==> src/hdl/assert_macros.svh <==
// ---------------------------------------------------------------------------
// Assertion macros
// Clocked concurrent assertion helpers used by the aggregator core.
// ---------------------------------------------------------------------------
`ifndef ASSERT_MACROS_SVH
`define ASSERT_MACROS_SVH

`ifndef SYNTH
`define ASSERT_AR(lbl, prop) \
  lbl: assert property (@(posedge clk_i) disable iff (!rst_ni) prop) \
    else $error("assertion failed");
`define ASSERT_NEVER(lbl, cond) \
  lbl: assert property (@(posedge clk_i) disable iff (!rst_ni) !(cond)) \
    else $error("forbidden condition seen");
`else
`define ASSERT_AR(lbl, prop)
`define ASSERT_NEVER(lbl, cond)
`endif

`endif

==> src/hdl/ppta_pkg.sv <==
// ---------------------------------------------------------------------------
// ppta_pkg
// Types and constants of the per-pixel temporal aggregator.
// ---------------------------------------------------------------------------
`default_nettype none

package ppta_pkg;

  localparam int IDX_W      = 16;
  localparam int VAL_W      = 16;
  localparam int ACC_W      = 24;
  localparam int DIV_STEPS  = 4;
  localparam int DIV_STAGES = ACC_W / DIV_STEPS;

  localparam logic [1:0] MODE_MIN  = 2'd0;
  localparam logic [1:0] MODE_MAX  = 2'd1;
  localparam logic [1:0] MODE_MEAN = 2'd2;

  localparam logic [1:0] CFG_MODE       = 2'd0;
  localparam logic [1:0] CFG_HAS_NODATA = 2'd1;
  localparam logic [1:0] CFG_NODATA     = 2'd2;

  localparam logic signed [ACC_W-1:0] ACC_MAX = 24'sh7FFFFF;
  localparam logic signed [ACC_W-1:0] ACC_MIN = -24'sh800000;

  localparam logic [ACC_W-1:0] POS_LIMIT = 24'd32767;
  localparam logic [ACC_W-1:0] NEG_LIMIT = 24'd32768;

  typedef struct packed {
    logic [IDX_W-1:0] idx;
    logic             inv;
  } meta_t;

endpackage

`default_nettype wire

==> src/hdl/ppta_div.sv <==
// ---------------------------------------------------------------------------
// ppta_div
// Pipelined restoring divider: magnitude of a signed accumulator divided by
// an unsigned count, four quotient bits per register stage.
// ---------------------------------------------------------------------------
`default_nettype none

module ppta_div #(
  parameter int CW = 9
) (
  input  wire logic                         clk_i,
  input  wire logic                         rst_ni,
  input  wire logic                         en_i,
  input  wire logic                         valid_i,
  input  wire ppta_pkg::meta_t              meta_i,
  input  wire logic signed [ppta_pkg::ACC_W-1:0] acc_i,
  input  wire logic [CW-1:0]                div_i,
  output logic                              valid_o,
  output ppta_pkg::meta_t                   meta_o,
  output logic                              neg_o,
  output logic [ppta_pkg::ACC_W-1:0]        quot_o
);
  import ppta_pkg::*;

  logic             v_q    [DIV_STAGES+1];
  meta_t            meta_q [DIV_STAGES+1];
  logic             neg_q  [DIV_STAGES+1];
  logic [ACC_W-1:0] w_q    [DIV_STAGES+1];
  logic [CW-1:0]    r_q    [DIV_STAGES+1];
  logic [CW-1:0]    d_q    [DIV_STAGES+1];

  logic [ACC_W-1:0] w_d    [DIV_STAGES+1];
  logic [CW-1:0]    r_d    [DIV_STAGES+1];

  always_comb begin : step_logic
    logic [CW-1:0]    r;
    logic [CW:0]      t;
    logic [ACC_W-1:0] w;
    logic             ge;
    w_d[0] = '0;
    r_d[0] = '0;
    for (int k = 1; k <= DIV_STAGES; k++) begin
      r = r_q[k-1];
      w = w_q[k-1];
      for (int j = 0; j < DIV_STEPS; j++) begin
        t  = {r, w[ACC_W-1]};
        ge = (t >= {1'b0, d_q[k-1]});
        w  = {w[ACC_W-2:0], ge};
        r  = ge ? CW'(t - {1'b0, d_q[k-1]}) : CW'(t);
      end
      w_d[k] = w;
      r_d[k] = r;
    end
  end

  always_ff @(posedge clk_i or negedge rst_ni) begin
    if (!rst_ni) begin
      for (int k = 0; k <= DIV_STAGES; k++) v_q[k] <= 1'b0;
    end else if (en_i) begin
      v_q[0] <= valid_i;
      for (int k = 1; k <= DIV_STAGES; k++) v_q[k] <= v_q[k-1];
    end
  end

  always_ff @(posedge clk_i) begin
    if (en_i) begin
      meta_q[0] <= meta_i;
      neg_q[0]  <= acc_i[ACC_W-1];
      w_q[0]    <= acc_i[ACC_W-1] ? ACC_W'(-acc_i) : ACC_W'(acc_i);
      r_q[0]    <= '0;
      d_q[0]    <= div_i;
      for (int k = 1; k <= DIV_STAGES; k++) begin
        meta_q[k] <= meta_q[k-1];
        neg_q[k]  <= neg_q[k-1];
        w_q[k]    <= w_d[k];
        r_q[k]    <= r_d[k];
        d_q[k]    <= d_q[k-1];
      end
    end
  end

  assign valid_o = v_q[DIV_STAGES];
  assign meta_o  = meta_q[DIV_STAGES];
  assign neg_o   = neg_q[DIV_STAGES];
  assign quot_o  = w_q[DIV_STAGES];

endmodule

`default_nettype wire

==> config.mk <==
export PLATFORM = sky130hd
export DESIGN_NAME = ppta_div
export DESIGN_NICKNAME = d
export VERILOG_FILES = /design/src/hdl/assert_macros.svh /design/src/hdl/ppta_pkg.sv /design/src/hdl/ppta_div.sv
export SDC_FILE = /design/constraint.sdc
export NUM_CORES = 1
export LEC_CHECK = 0
export ABC_CLOCK_PERIOD_IN_PS = 20100
export BUFFER_PORTS_ARGS = -buffer_cell sky130_fd_sc_hd__buf_2
export CAP_MARGIN = 20
export CORE_MARGIN = 2
export CORE_UTILIZATION = 55
export DETAILED_ROUTE_END_ITERATION = 16
export GPL_TIMING_DRIVEN = 0
export PLACE_DENSITY_LB_ADDON = 0.2
export SKIP_CTS_REPAIR_TIMING = 1
export SYNTH_ARGS = -nofsm -noshare
export SYNTH_HDL_FRONTEND = slang
export SYNTH_SLANG_ARGS = --single-unit
==> constraint.sdc <==
create_clock -name clk_i -period 20.1 [get_ports clk_i]
set_input_delay 1.005 -clock clk_i [delete_from_list [all_inputs] [get_ports clk_i]]
set_output_delay 1.005 -clock clk_i [all_outputs]
set_load 0.005 [all_outputs]
=== After elaboration in Yosys (flattened, before gate mapping) ===
Memories as Yosys holds them, arrays and structs flattened.
Cells that the tools add are included.

* Flip-flop bits (word level): 7
* Bits of input ports: 54
* Bits in writable memories: 420
* Logic and storage cells: 88
* Memories kept: 5
* Output and inout port bits: 43

* Mux-type cells: 27
* Add/sub/neg operators: 25
* $lt $le $gt $ge: 24

{| class="wikitable"
|+ Memories
! memory !! words !! bits a word !! rd ports !! clocked after memory_dff !! write ports !! line !! text
|-
| w_q || 7 || 24 || 7 || 0 || 7 || ppta_div.sv:28 || <nowiki>logic [ACC_W-1:0] w_q [DIV_STAGES+1];</nowiki>
|-
| meta_q || 7 || 17 || 7 || 0 || 7 || ppta_div.sv:26 || <nowiki>meta_t meta_q [DIV_STAGES+1];</nowiki>
|-
| d_q || 7 || 9 || 6 || 0 || 7 || ppta_div.sv:30 || <nowiki>logic [CW-1:0] d_q [DIV_STAGES+1];</nowiki>
|-
| r_q || 7 || 9 || 6 || 0 || 7 || ppta_div.sv:29 || <nowiki>logic [CW-1:0] r_q [DIV_STAGES+1];</nowiki>
|-
| neg_q || 7 || 1 || 7 || 0 || 7 || ppta_div.sv:27 || <nowiki>logic neg_q [DIV_STAGES+1];</nowiki>
|}

{| class="wikitable"
|+ Operators by type and width
! operator !! number
|-
| 10-bit by 9-bit >= comparator with 1-bit output || 24
|-
| 9-bit 2-to-1 mux || 24
|-
| 9-bit subtractor || 24
|-
| 24-bit 2-to-1 mux || 1
|-
| 24-bit negator || 1
|-
| 1-bit 2-to-1 mux || 2
|}

=== Depth between registers and ports, before layout ===
An unclocked memory read counts as a cell.

* Word-level depth: 9
* Gate-level depth with buffers: 42
* Depth with buffers taken out: 40

=== Worst setup path after synthesis ===
OpenSTA, ideal clock, no wires.

* Path type: reg2reg
* Start: memory d_q[2][1]
* End: memory r_q[3][1] (data pin)
* Arrival: 8.114 ns
* Period minus slack after synthesis: 8.374 ns
* Path slack: 11.726 ns
* Stages on the path, launching flop included: 35
* Path buffers: 2
* Required time: 19.840 ns
* Library setup time: 0.260 ns
* Cells stage by stage: edfxtp_1 > inv_1 > fa_1 > nand3_1 > a31oi_1 > o41ai_1 > clkbuf_1 > mux2_2 > ha_1 > nor2b_1 > o21ai_0 > a21oi_1 > o31ai_1 > o211ai_1 > clkbuf_1 > o21ai_0 > fa_1 > nor2b_1 > o21a_1 > o21a_1 > o21ai_0 > a21oi_1 > o21ai_0 > o2111a_1 > clkinv_1 > mux2_2 > ha_1 > a21o_1 > a21oi_1 > o21ai_0 > a21oi_1 > nor2b_1 > nor4_1 > mux2i_2 > mux2_2

{| class="wikitable"
|+ RTL lines
! item !! line
|-
| start, declared || ppta_div.sv:30
|-
| end, declared || ppta_div.sv:29
|}

==> results.txt <==
CTS tree: yes
multi-input logic area: 10490 um^2
Synth top area share: 50.99%
R2R Path Start: d_q[3][1]$_DFFE_PP_
Post-Synthesis Cells: 1915
hold crit path type: input pin to async pin
r2r worst-path depth: 36
RSZ-0062 raised after global routing: no
WS Path Type: flop to flop
number of synthesized flops with an enable pin: 393
Routed Antenna Nets: 0
Slew Limit Fails: 0
commonest cells in the netlist: edfxtp_1, ha_1, inv_1, a21oi_1, nor2_1
clock buffer count from CTS: 42
Area after DPL: 24390 um^2
Avg Cell Area, Syn: 12.09 um^2
Nets: 2344
Longest Clk Path Bufs: 3
via density per instance: 5.669
fraction of registers with async set/reset: 1.750%
crit path to: r_q[4][2]$_DFFE_PP_
initial antenna violation count: 7
layout cells sized above 1: 14.44%
first-pass GRT wire length: 73790 um
Port Buffers: 96
Root Buffer: clkbuf_16
Setup TNS: 0 ps
Seq cells post-synth: 400
Netlist cell types: 72
Reg area: 11980 um^2
Final Cell Area: 25850 um^2
initial core utilization: 55.42%
wirelength, routed: 44970 um
DRT Pass-1 Iters: 5
Detailed Route Iter0 Violations: 900
core box area: 41760 um^2
vias in the first global route: 14.85k
I/O pin cnt: 97
Clock Latency Late Sink: 580 ps
die area: 43740 um^2
syn_nets: 2201
Seq/Total Area, Yosys: 51.75%
Final Wtd Congestion: 0.9006
endpoints failing setup: 0
Worst slew margin: 38.28%
biggest cell delay along the critical path: 780 ps
largest net degree at the start of global routing: 123
routed vias: 14.94k
end of the worst register-to-register path: r_q[4][2]$_DFFE_PP_
number of max-cap violations: 0
CP Launch Point: d_q[3][1]$_DFFE_PP_
Filler cells: 3199
fmax: 98.25 MHz
CP dominant cell by count: o21ai_0
Die Y-Extent: 209.1 um
Arr. time, crit path: 10500 ps
ys flop type: edfxtp_1
Final HPWL DP: 33410 um
fin crit share: 50.64%
FP Rows: 75
Final Hold Fails: 0
Critical Path Start Type: flop
die width: 209.1 um
Synth area leader: edfxtp_1
Post-route DRC: 0
Area Growth Syn to Fin: 11.68%
worst endpoint required time: 20420 ps
Tot GR Track Use: 20.87%
Sink Count: 400
most frequent cell after synthesis: edfxtp_1
fin crit period: 10180 ps
Worst Skew: 25.43 ps
status: finished, final reports clean
CTS clk-pin slew, worst paths: 60 ps
per-cell routed wire length: 17.07 um
warnings from Yosys: 0
slowest CP cell: a211oi_1
Setup crit end kind: flop
FF-to-FF setup slack: 9920 ps
Least-Margin Pin Slew: 920.2 ps
# H-tree levels: 2
Synth area leaders: edfxtp_1, ha_1, mux2_2, xnor2_1, a21oi_1
grt ovf: 0
CP max FO: 10
Netlist Area Pre-Place: 23140 um^2
## layout make-up
class	instances	share of cell area, %
inverters	158	2.304
clock inverters	20	1.104
multi-input cells	1339	40.58
clock buffers	57	4.478
repair buffers	99	2.217
well taps	539	2.609
flip-flops and latches	400	46.34
plain buffers	18	0.3292
diodes	5	0.04841
## placed cells by master, fill, tap and decap left out, drive strengths merged, types with 8 or more instances in the layout
| cell | Yosys | layout |
|---|---|---|
| a21o | 52 | 52 |
| nand3 | 18 | 18 |
| nand4 | 38 | 38 |
| clkbuf | 12 | 69 |
| a211oi | 13 | 13 |
| edfxtp | 393 | 393 |
| nand2 | 94 | 94 |
| fa | 22 | 22 |
| and2 | 8 | 8 |
| o21bai | 13 | 13 |
| buf | 6 | 105 |
| o21ai | 111 | 111 |
| nor3 | 31 | 31 |
| nand2b | 28 | 28 |
| a31oi | 8 | 8 |
| xor2 | 45 | 45 |
| xnor2 | 102 | 102 |
| ha | 210 | 210 |
| clkinv | 1 | 10 |
| o21a | 11 | 11 |
| and3 | 8 | 8 |
| o31ai | 24 | 24 |
| a21oi | 117 | 117 |
| a21boi | 9 | 9 |
| o41ai | 8 | 8 |
| mux2 | 105 | 105 |
| nor2b | 40 | 40 |
| mux2i | 21 | 21 |
| or2 | 15 | 15 |
| nor2 | 115 | 115 |
| or3 | 9 | 9 |
| inv | 157 | 161 |
## kinds of logic after synthesis
kind of cell / count (synthesis) / synth area share (%)
simple gates: 428 / 9.288
compound gates: 406 / 11.17
flops: 400 / 51.75
fa+ha+maj: 232 / 13.26
buf+inv: 176 / 2.941
xor+xnor: 147 / 5.563
mux: 126 / 6.033
## how the worst min path moves through the flow
| stage | to | slack, ps | depth (start not counted) |
|---|---|---|---|
| after global routing | valid_o$_DFFE_PN0P_ | 230 | 1 |
| after global placement | meta_q[3][14]$_DFFE_PP_ | 400 | 0 |
| after CTS | valid_o$_DFFE_PN0P_ | 220 | 1 |
| after detailed placement | meta_q[1][14]$_DFFE_PP_ | 400 | 0 |
| after floorplan | meta_q[1][0]$_DFFE_PP_ | 400 | 0 |
| final | v_q[6]$_DFFE_PN0P_ | 250 | 1 |
## metal layers
metal	vias to the layer above	wire length, um	GRT usage (%)
li1	7429	-	-
met1	7134	20300	27.42
met2	294	21170	34.54
met3	77	2197	4.343
met4	4	1288	7.217
met5	-	14	0
## worst max-delay path: cells and delay by family, from the launching register on
kind | cells | cell delay [ps]
flip-flops | 1 | 480
AO/OA/AOI/OAI | 17 | 5070
AND/OR/NAND/NOR | 9 | 1140
multiplexers | 2 | 580
adder cells (fa/ha/maj) | 4 | 1640
buffers and inverters | 4 | 1000
## per-stage QoR
step | utilization, % | setup slack (ps) | std cells | hold WS (ps)
finish | 61.90 | 9922 | 2635 | 251.9
global route | 61.88 | 9005 | 2633 | 232.2
CTS | 61.87 | 9929 | 2630 | 215.8
detailed placement | 58.41 | 10040 | 2553 | 404.5
global placement | 58.19 | 10250 | 2550 | 400.3
floorplan | - | 11730 | 1915 | 400.3
## registers in the layout, summed over array words and instances (netlist names)
signal and cells:
meta_q 119, d_q 54, w_q 168, r_q 45, neg_q 7, v_q 6, valid_o 1
Power is left out: the tool's default activity adds up to more than one toggle a clock period on the data nets, which glitch-free logic cannot reach.
